[config.mk]
export PLATFORM = sky130hd
export DESIGN_NAME = hall_tachometer_rpm_top
export DESIGN_NICKNAME = d
export VERILOG_FILES = /design/src/sv/htr_pkg.sv /design/src/sv/htr_ctrl.sv /design/src/sv/htr_datapath.sv /design/src/sv/hall_tachometer_rpm_top.sv
export SDC_FILE = /design/constraint.sdc
export NUM_CORES = 2
export LEC_CHECK = 0
export ABC_AREA = 1
export BUFFER_PORTS_ARGS = -buffer_cell sky130_fd_sc_hd__buf_2
export CAP_MARGIN = 15
export CORE_UTILIZATION = 50
export CTS_BUF_LIST = sky130_fd_sc_hd__clkbuf_16
export DETAILED_ROUTE_END_ITERATION = 12
export GPL_ROUTABILITY_DRIVEN = 0
export HOLD_SLACK_MARGIN = 0.06
export PLACE_DENSITY = 0.67
export SLEW_MARGIN = 20
export SYNTH_ARGS = -nofsm -noshare
export SYNTH_HDL_FRONTEND = slang
export SYNTH_HIERARCHICAL = 1
export SYNTH_SLANG_ARGS = --single-unit
[constraint.sdc]
create_clock -name i_clk -period 16.8 [get_ports i_clk]
set_clock_uncertainty 0.2 [all_clocks]
set_input_delay 3.36 -clock i_clk [delete_from_list [all_inputs] [get_ports i_clk]]
set_output_delay 3.36 -clock i_clk [all_outputs]
set_load 0.02 [all_outputs]
[src/sv/htr_pkg.sv]
// Shared types and constants for the hall sensor tachometer block.
`default_nettype none

package htr_pkg;

    localparam int FRAC_BITS_DEF = 4;

    localparam int MS_PER_MIN = 60000;
    localparam int MS_W       = 16;
    localparam int RPM_W      = 20;
    localparam int EDGE_W     = 32;
    localparam int ELAP_W     = 32;
    localparam int TPR_W      = 16;
    localparam int TMO_W      = 16;

    localparam logic [TMO_W-1:0] TIMEOUT_RESET = 16'd10000;
    localparam logic [TPR_W-1:0] TPR_RESET     = 16'd1;

    localparam int ADDR_W = 4;
    localparam int DATA_W = 32;

    localparam logic [1:0] REG_ACTIVE_HIGH   = 2'd0;
    localparam logic [1:0] REG_TICKS_PER_REV = 2'd1;
    localparam logic [1:0] REG_TIMEOUT_MS    = 2'd2;

    typedef enum logic [2:0] {
        ST_IDLE,
        ST_MUL,
        ST_DIV,
        ST_FIN,
        ST_PUSH
    } t_state;

    typedef struct packed {
        logic tick;
        logic mul;
        logic div_step;
        logic rpm_write;
        logic push;
    } t_cmd;

    typedef struct packed {
        logic need_div;
        logic div_last;
    } t_status;

    typedef struct packed {
        logic             active_high;
        logic [TPR_W-1:0] ticks_per_rev;
        logic [TMO_W-1:0] timeout_ms;
    } t_cfg;

endpackage

`default_nettype wire

[src/sv/htr_ctrl.sv]
// Sequencer for the tachometer: tick intake, multiply, divide, result push.
`default_nettype none

module htr_ctrl (
    input  wire logic             i_clk,
    input  wire logic             i_rst_n,
    input  wire logic             i_in_valid,
    output logic                  o_in_stall,
    input  wire logic             i_out_stall,
    output logic                  o_out_valid,
    input  htr_pkg::t_status      i_status,
    output htr_pkg::t_cmd         o_cmd
);
    import htr_pkg::*;

    t_state r_state;
    t_state n_state;
    logic   r_out_valid;
    logic   n_out_valid;
    logic   out_free;

    assign out_free = !r_out_valid || !i_out_stall;

    always_ff @(posedge i_clk) begin
        if (!i_rst_n) begin
            r_state     <= ST_IDLE;
            r_out_valid <= 1'b0;
        end else begin
            r_state     <= n_state;
            r_out_valid <= n_out_valid;
        end
    end

    always_comb begin
        n_state = r_state;
        o_cmd   = '0;
        case (r_state)
            ST_IDLE: begin
                if (i_in_valid) begin
                    o_cmd.tick = 1'b1;
                    n_state    = i_status.need_div ? ST_MUL : ST_PUSH;
                end
            end
            ST_MUL: begin
                o_cmd.mul = 1'b1;
                n_state   = ST_DIV;
            end
            ST_DIV: begin
                o_cmd.div_step = 1'b1;
                if (i_status.div_last) begin
                    n_state = ST_FIN;
                end
            end
            ST_FIN: begin
                o_cmd.rpm_write = 1'b1;
                n_state         = ST_PUSH;
            end
            ST_PUSH: begin
                if (out_free) begin
                    o_cmd.push = 1'b1;
                    n_state    = ST_IDLE;
                end
            end
            default: begin
                n_state = ST_IDLE;
            end
        endcase
        n_out_valid = o_cmd.push || (r_out_valid && i_out_stall);
    end

    assign o_in_stall  = (r_state != ST_IDLE);
    assign o_out_valid = r_out_valid;

endmodule

`default_nettype wire

[src/sv/htr_datapath.sv]
// Tachometer state, edge detect, period multiplier, restoring divider, output register.
`default_nettype none

module htr_datapath #(
    parameter int FRAC_BITS = htr_pkg::FRAC_BITS_DEF
) (
    input  wire logic                      i_clk,
    input  wire logic                      i_rst_n,
    input  wire logic                      i_pin_level,
    input  wire logic                      i_clear,
    input  htr_pkg::t_cfg                  i_cfg,
    input  htr_pkg::t_cmd                  i_cmd,
    output htr_pkg::t_status               o_status,
    output logic                           o_level_active,
    output logic                           o_changed,
    output logic                           o_active_edge,
    output logic                           o_inactive_edge,
    output logic [htr_pkg::EDGE_W-1:0]     o_edge_total,
    output logic [htr_pkg::RPM_W-1:0]      o_rpm_q4
);
    import htr_pkg::*;

    localparam int NUM_W = MS_W + FRAC_BITS;
    localparam int CNT_W = $clog2(NUM_W + 1);
    localparam int QX_W  = (NUM_W > RPM_W) ? NUM_W : RPM_W;
    localparam int DEN_W = ELAP_W + TPR_W;
    localparam logic [NUM_W-1:0] NUM_VAL   = NUM_W'(MS_PER_MIN) << FRAC_BITS;
    localparam logic [QX_W-1:0]  RPM_MAX_X = QX_W'({RPM_W{1'b1}});

    // tachometer state
    logic              r_last_level,   n_last_level;
    logic [EDGE_W-1:0] r_edge_counter, n_edge_counter;
    logic [ELAP_W-1:0] r_elapsed,      n_elapsed;
    logic              r_have_prev,    n_have_prev;
    logic [RPM_W-1:0]  r_rpm,          n_rpm;

    // pending flags of the current tick
    logic r_p_level, r_p_changed, r_p_act, r_p_inact;

    // divider
    logic [ELAP_W-1:0] r_period;
    logic [DEN_W-1:0]  r_den;
    logic [NUM_W-1:0]  r_rem;
    logic [NUM_W-1:0]  r_num;
    logic [NUM_W-1:0]  r_quo;
    logic [CNT_W-1:0]  r_cnt;

    // output register
    logic              r_o_level, r_o_changed, r_o_act, r_o_inact;
    logic [EDGE_W-1:0] r_o_edge_total;
    logic [RPM_W-1:0]  r_o_rpm;

    logic              level_act, changed, act, inact;
    logic [ELAP_W-1:0] elapsed_inc, elapsed_tick;
    logic              tmo_hit;
    logic [NUM_W:0]    rem_sh, rem_diff;
    logic              rem_ge;
    logic [QX_W-1:0]   q_x;
    logic [RPM_W-1:0]  rpm_sat;

    assign elapsed_inc  = (r_elapsed == '1) ? r_elapsed : r_elapsed + ELAP_W'(1);
    assign level_act    = (i_pin_level == i_cfg.active_high);
    assign changed      = (i_pin_level != r_last_level);
    assign act          = changed & level_act;
    assign inact        = changed & ~level_act;
    assign elapsed_tick = act ? '0 : elapsed_inc;
    assign tmo_hit      = (elapsed_tick >= ELAP_W'(i_cfg.timeout_ms));

    assign o_status.need_div = !i_clear && act && r_have_prev;
    assign o_status.div_last = (r_cnt == CNT_W'(1));

    // one quotient bit per step
    assign rem_sh   = {r_rem, r_num[NUM_W-1]};
    assign rem_ge   = (DEN_W'(rem_sh) >= r_den);
    assign rem_diff = rem_sh - r_den[NUM_W:0];

    assign q_x     = QX_W'(r_quo);
    assign rpm_sat = (q_x > RPM_MAX_X) ? '1 : q_x[RPM_W-1:0];

    always_comb begin
        n_last_level   = r_last_level;
        n_edge_counter = r_edge_counter;
        n_elapsed      = r_elapsed;
        n_have_prev    = r_have_prev;
        n_rpm          = r_rpm;
        if (i_cmd.tick) begin
            if (i_clear) begin
                n_last_level   = ~i_cfg.active_high;
                n_edge_counter = '0;
                n_elapsed      = '0;
                n_have_prev    = 1'b0;
                n_rpm          = '0;
            end else begin
                n_last_level = i_pin_level;
                n_elapsed    = elapsed_tick;
                if (act) begin
                    n_edge_counter = r_edge_counter + EDGE_W'(1);
                    n_have_prev    = 1'b1;
                end
                // rpm of an edge with a known period is written after the divide
                if (tmo_hit && !o_status.need_div) begin
                    n_rpm = '0;
                end
            end
        end else if (i_cmd.rpm_write) begin
            n_rpm = (i_cfg.timeout_ms == '0) ? '0 : rpm_sat;
        end
    end

    always_ff @(posedge i_clk) begin
        if (!i_rst_n) begin
            r_last_level   <= 1'b0;
            r_edge_counter <= '0;
            r_elapsed      <= '0;
            r_have_prev    <= 1'b0;
            r_rpm          <= '0;
        end else begin
            r_last_level   <= n_last_level;
            r_edge_counter <= n_edge_counter;
            r_elapsed      <= n_elapsed;
            r_have_prev    <= n_have_prev;
            r_rpm          <= n_rpm;
        end
    end

    always_ff @(posedge i_clk) begin
        if (i_cmd.tick) begin
            r_p_level   <= !i_clear && level_act;
            r_p_changed <= !i_clear && changed;
            r_p_act     <= !i_clear && act;
            r_p_inact   <= !i_clear && inact;
            r_period    <= elapsed_inc;
        end
        if (i_cmd.mul) begin
            r_den <= DEN_W'(r_period) * DEN_W'(i_cfg.ticks_per_rev);
            r_rem <= '0;
            r_num <= NUM_VAL;
            r_quo <= '0;
            r_cnt <= CNT_W'(NUM_W);
        end else if (i_cmd.div_step) begin
            r_rem <= rem_ge ? rem_diff[NUM_W-1:0] : rem_sh[NUM_W-1:0];
            r_num <= {r_num[NUM_W-2:0], 1'b0};
            r_quo <= {r_quo[NUM_W-2:0], rem_ge};
            r_cnt <= r_cnt - CNT_W'(1);
        end
        if (i_cmd.push) begin
            r_o_level      <= r_p_level;
            r_o_changed    <= r_p_changed;
            r_o_act        <= r_p_act;
            r_o_inact      <= r_p_inact;
            r_o_edge_total <= r_edge_counter;
            r_o_rpm        <= r_rpm;
        end
    end

    assign o_level_active  = r_o_level;
    assign o_changed       = r_o_changed;
    assign o_active_edge   = r_o_act;
    assign o_inactive_edge = r_o_inact;
    assign o_edge_total    = r_o_edge_total;
    assign o_rpm_q4        = r_o_rpm;

endmodule

`default_nettype wire

[src/sv/hall_tachometer_rpm_top.sv]
// Top level of the hall sensor tachometer: register port, sequencer and datapath.
`default_nettype none

// Hall sensor tachometer. Each input transfer is one millisecond tick carrying the
// sampled pin level and a clear flag; each tick yields exactly one output transfer with
// the polarity-corrected level, change and edge flags, the active-edge count and the
// speed in rpm with FRAC_BITS fraction bits, truncated. Speed is recomputed on every
// active edge after the first as (60000 << FRAC_BITS) / (period_ms * ticks_per_rev),
// saturated to 20 bits, and reads zero once the milliseconds since the last active
// edge reach timeout_ms (always zero when timeout_ms is zero). A tick with clear set
// returns all zeros and restarts the state; the pin is not looked at on that tick.
// Steps: a tick without a new speed passes through intake and output load. A tick that
// produces a new speed passes through intake, the 32x16 period multiply, the restoring
// divider, which retires one quotient bit per cycle, the speed write and the output
// load. One tick is in flight at a time; the output register holds a finished result
// while the next tick is taken in. Registers (APB, byte addresses):
// 0x0 active_high, 0x4 ticks_per_rev (a write of zero is dropped), 0x8 timeout_ms.
// Register writes are meant for idle periods only.
module hall_tachometer_rpm_top #(
    parameter int FRAC_BITS = htr_pkg::FRAC_BITS_DEF
) (
    input  wire logic                          i_clk,
    input  wire logic                          i_rst_n,
    // tick input channel
    input  wire logic                          i_in_valid,
    output logic                               o_in_stall,
    input  wire logic                          i_pin_level,
    input  wire logic                          i_clear,
    // result channel
    output logic                               o_out_valid,
    input  wire logic                          i_out_stall,
    output logic                               o_level_active,
    output logic                               o_changed,
    output logic                               o_active_edge,
    output logic                               o_inactive_edge,
    output logic [htr_pkg::EDGE_W-1:0]         o_edge_total,
    output logic [htr_pkg::RPM_W-1:0]          o_rpm_q4,
    // register port
    input  wire logic                          psel,
    input  wire logic                          penable,
    input  wire logic                          pwrite,
    input  wire logic [htr_pkg::ADDR_W-1:0]    paddr,
    input  wire logic [htr_pkg::DATA_W-1:0]    pwdata,
    output logic [htr_pkg::DATA_W-1:0]         prdata,
    output logic                               pready
);
    import htr_pkg::*;

    logic             r_active_high;
    logic [TPR_W-1:0] r_tpr;
    logic [TMO_W-1:0] r_timeout;
    logic             reg_wr;
    logic [1:0]       reg_idx;
    t_cfg             cfg;
    t_cmd             cmd;
    t_status          status;

    // --- register port: writes complete in the access cycle, no wait states
    assign pready  = 1'b1;
    assign reg_wr  = psel && penable && pwrite && pready;
    assign reg_idx = paddr[3:2];

    always_ff @(posedge i_clk) begin
        if (!i_rst_n) begin
            r_active_high <= 1'b1;
            r_tpr         <= TPR_RESET;
            r_timeout     <= TIMEOUT_RESET;
        end else if (reg_wr) begin
            case (reg_idx)
                REG_ACTIVE_HIGH: begin
                    r_active_high <= pwdata[0];
                end
                REG_TICKS_PER_REV: begin
                    // zero edges per revolution makes no sense; keep the old value
                    if (pwdata[TPR_W-1:0] != '0) begin
                        r_tpr <= pwdata[TPR_W-1:0];
                    end
                end
                REG_TIMEOUT_MS: begin
                    r_timeout <= pwdata[TMO_W-1:0];
                end
                default: begin
                end
            endcase
        end
    end

    always_comb begin
        case (reg_idx)
            REG_ACTIVE_HIGH:   prdata = DATA_W'(r_active_high);
            REG_TICKS_PER_REV: prdata = DATA_W'(r_tpr);
            REG_TIMEOUT_MS:    prdata = DATA_W'(r_timeout);
            default:           prdata = '0;
        endcase
    end

    assign cfg.active_high   = r_active_high;
    assign cfg.ticks_per_rev = r_tpr;
    assign cfg.timeout_ms    = r_timeout;

    // --- sequencer: decides when a tick is taken and walks the speed computation
    htr_ctrl u_ctrl (
        .i_clk       (i_clk),
        .i_rst_n     (i_rst_n),
        .i_in_valid  (i_in_valid),
        .o_in_stall  (o_in_stall),
        .i_out_stall (i_out_stall),
        .o_out_valid (o_out_valid),
        .i_status    (status),
        .o_cmd       (cmd)
    );

    // --- datapath: edge logic, counters, multiply/divide and output register
    htr_datapath #(
        .FRAC_BITS (FRAC_BITS)
    ) u_datapath (
        .i_clk           (i_clk),
        .i_rst_n         (i_rst_n),
        .i_pin_level     (i_pin_level),
        .i_clear         (i_clear),
        .i_cfg           (cfg),
        .i_cmd           (cmd),
        .o_status        (status),
        .o_level_active  (o_level_active),
        .o_changed       (o_changed),
        .o_active_edge   (o_active_edge),
        .o_inactive_edge (o_inactive_edge),
        .o_edge_total    (o_edge_total),
        .o_rpm_q4        (o_rpm_q4)
    );

    // --- checks
    // one tick at a time: intake closes right after a transfer
    a_one_in_flight: assert property (@(posedge i_clk) disable iff (!i_rst_n)
        (i_in_valid && !o_in_stall) |=> o_in_stall)
        else $error("tick taken while previous tick still in work");

    // an edge is always a change, and never both kinds at once
    a_edge_is_change: assert property (@(posedge i_clk) disable iff (!i_rst_n)
        (o_out_valid && (o_active_edge || o_inactive_edge)) |->
            (o_changed && !(o_active_edge && o_inactive_edge)))
        else $error("edge flags inconsistent with change flag");

    // a change is classified by the new level
    a_edge_matches_level: assert property (@(posedge i_clk) disable iff (!i_rst_n)
        (o_out_valid && o_changed) |->
            ((o_active_edge && o_level_active) || (o_inactive_edge && !o_level_active)))
        else $error("edge kind does not match level");

endmodule

`default_nettype wire

==> flow_summary.json <==
{
  "fillers": 6088,
  "die_y_um": 254.8,
  "drtAntennaViolNets": 0,
  "layout-drive-gt1-share_pct": 5.509,
  "place_inst": 4864,
  "crit_arrival_ps": 4550,
  "globalRouteTotalUtil_pct": 25.38,
  "cellPowerDensity_nw_per_um2": 61.82,
  "path_cells": "buf_2 -> inv_4 -> nand2_2 -> inv_1 -> nand2_1 -> nand2_1 -> buf_2",
  "dpl.hpwl_um": 58040,
  "hold_buffers": 0,
  "drtIter0Drc": 1644,
  "drc": 0,
  "critPathMaxStageDelay_ps": 370,
  "yosys_warnings": 6,
  "initial_utilization_pct": 50.66,
  "syn_to_final_growth_pct": 6.664,
  "critical_path_peak_fanout": 18,
  "cts-root-buf": "clkbuf_16",
  "io_pins": 136,
  "total_power_mw": 2.107,
  "antenna_found_initial": 1,
  "min_path_type": "reg2reg",
  "p_leak_nw": 17.10,
  "layout.cells.non_filler": 4930,
  "synth_edf_count": 140,
  "ctsResizeCount": 0,
  "clock_latency_ps": 560,
  "cts_setup_buffers": 0,
  "r2r_setup_slack_ps": 9770,
  "synth.avg_cell_area_um2": 7.829,
  "routed_wl_um": 78880,
  "core_um2": 63080,
  "crit_type": "in2out",
  "drt_pre_antenna_iters": 6,
  "min_to": "u_datapath/o_level_active",
  "worst_pin_slew_ps": 1032,
  "period_minus_slack_ps": 8108,
  "clk_path_buf_depth": 3,
  "synth_cells": 4082,
  "grt_pass1_wl_um": 131300,
  "viasPerCell": 5.180,
  "cts_tree": "built",
  "crit-reg2reg-launch": "u_datapath/r_period[10]",
  "final_hold_viol_count": 0,
  "num-nets-final": 4682,
  "slew_violations": 0,
  "row_count": 92,
  "cp_num_buf_inv": 4,
  "crit_family": "buffers and inverters",
  "ys_async_sr_fraction_pct": 0,
  "seq_area_frac_synth_pct": 24.37,
  "dr_total_vias": 25540,
  "grt_pass1_vias": 25950,
  "synth_ff_type": "dfxtp_1",
  "r2r_cells": 20,
  "slew_headroom_pct": 30.78,
  "antenna-diode-count": 0,
  "grt_max_degree": 70,
  "clkTransAtPathRegs_ps": 60,
  "synth_seq_cells": 319,
  "fmax_mhz": 123.3,
  "hold_ws_ps": 216.2,
  "vdd_drop_max_mv": 0.06186,
  "ys_types": 57,
  "critPathSlowestCell": "inv_1",
  "min_period_over_period_pct": 48.26,
  "maxCapViolCount": 0,
  "r2r_end": "u_datapath/r_den[28]",
  "hold_path_depth": 0,
  "h-tree-depth": 2,
  "cp-start-kind": "primary input",
  "startpoint": "paddr[2]",
  "rsz0062_at_grt": "no",
  "gr-total-overflow": 0,
  "status": "finished, final reports clean",
  "dieArea_um2": 64930,
  "die_w_um": 254.8,
  "min-delay-start": "u_datapath/r_p_level",
  "syn_area_um2": 31960,
  "endpoint_kind": "primary output",
  "fin_tns_setup_ps": 0,
  "required_ps": 13240,
  "numCtsBuffers": 36,
  "setup_viol": 0,
  "portBuffers": 100,
  "critical_path_depth": 7,
  "clock_sinks": 319,
  "drt-wirelength-per-cell_um": 16.00
}
==> stage by stage <==
step	setup slack [ps]	util (%)	instance area [um^2]
after global placement	8707	52.10	32860
final	8692	54.04	34090
after global routing	8568	54.04	34090
after CTS	8692	54.01	34070
after floorplan	9099	-	32010
after detailed placement	8694	52.10	32860
==> cell families (layout without fill, tap and decap cells) <==
group           after synthesis  count (layout)  share of synthesized area, %
xor+xnor                     79              79                         2.165
fa+ha+maj                   580             580                         32.55
compound gates              433             433                         7.533
other cells                   2              17                       0.02350
simple gates               1586            1586                         20.12
buf+inv                    1083            1070                         13.24
flops                       319             319                         24.37
==> state kept, by name, summed over array words and instances (netlist names), 20 cells and up <==
signal,flops
u_datapath/o_edge_total,32
u_datapath/r_den,48
u_datapath/r_rpm,20
u_datapath/r_edge_counter,32
u_datapath/r_period,32
u_datapath/q_x,20
u_datapath/o_rpm_q4,20
u_datapath/r_elapsed,32
u_datapath/r_rem,20
==> area by class of cell <==
cell class	instances	area [um^2]	share of cell area, %
inverter	882	3313	9.720
clock buffer	39	975.9	2.863
sequential	319	7800	22.88
multi-input combinational	2695	20030	58.76
tap	846	1059	3.105
clock inverter	26	230.2	0.6754
timing repair buffer	123	680.7	1.997
==> placed cells by master, fill, tap and decap left out, types with 19 or more instances in the layout <==
cell type	n
o21ai_0	106
xnor2_1	34
buf_4	22
edfxtp_1	140
buf_2	100
nor3_1	29
o211ai_1	23
nor2_1	269
a21oi_1	236
dfxtp_1	169
inv_1	882
fa_1	419
a31oi_1	19
nand3_1	157
nand2_1	1049
xor2_1	45
clkbuf_16	39
ha_1	161
==> synthesized netlist by cell type, drive strengths merged (6+ instances only) <==
library cell	n	share of area, %
nand2	1054	12
inv	878	10
fa	419	26
nor2	282	3.4
a21oi	236	3.7
dfxtp	179	11
ha	161	6.3
nand3	160	2.6
clkbuf	148	1.8
edfxtp	140	13
o21ai	110	1.7
buf	53	1.1
xor2	45	1.2
xnor2	34	0.93
nor3	30	0.51
o211ai	28	0.74
a31oi	19	0.37
nor4	18	0.35
nand4	17	0.33
o21bai	8	0.19
and2	7	0.14
or2	7	0.14
a21o	6	0.14
==> report_power, final <==
part           switching, mW  internal, mW  total [mW]
combinational          0.259         0.135       0.393
sequential            0.0543         0.856       0.910
clock                  0.323         0.481       0.804
==> worst max-delay path by stage <==
| stage | endpoint | slack (ps) |
|---|---|---|
| after CTS | prdata[1] | 8690 |
| after global routing | prdata[0] | 8570 |
| final | prdata[1] | 8690 |
| after detailed placement | prdata[1] | 8690 |
| after global placement | prdata[11] | 8710 |
| after floorplan | prdata[11] | 9100 |
==> layer usage <==
metal	track usage [%]	share of wire (%)	vias up	wire, um
li1	-	-	12290	-
met1	32.97	42	12300	33410
met2	42.66	47	752	37460
met3	3.804	6.2	199	4857
met4	9.940	4.0	2	3134
met5	0	0.016	-	13
==> worst reg2reg max path, stage by stage, from the launching register on <==
cell      delay [ps]
edfxtp_1         960
nand2_1          200
fa_1             550
fa_1             580
fa_1             460
fa_1             550
inv_1             50
fa_1             490
inv_1             50
fa_1             470
inv_1             40
ha_1             350
nand2_1          120
nor2_1           150
inv_1             60
o21ai_0          260
a21boi_0         190
o21ai_0          380
a21boi_0         260
o21ai_0          250
xor2_1           240
(Power assumes the default switching activity.)
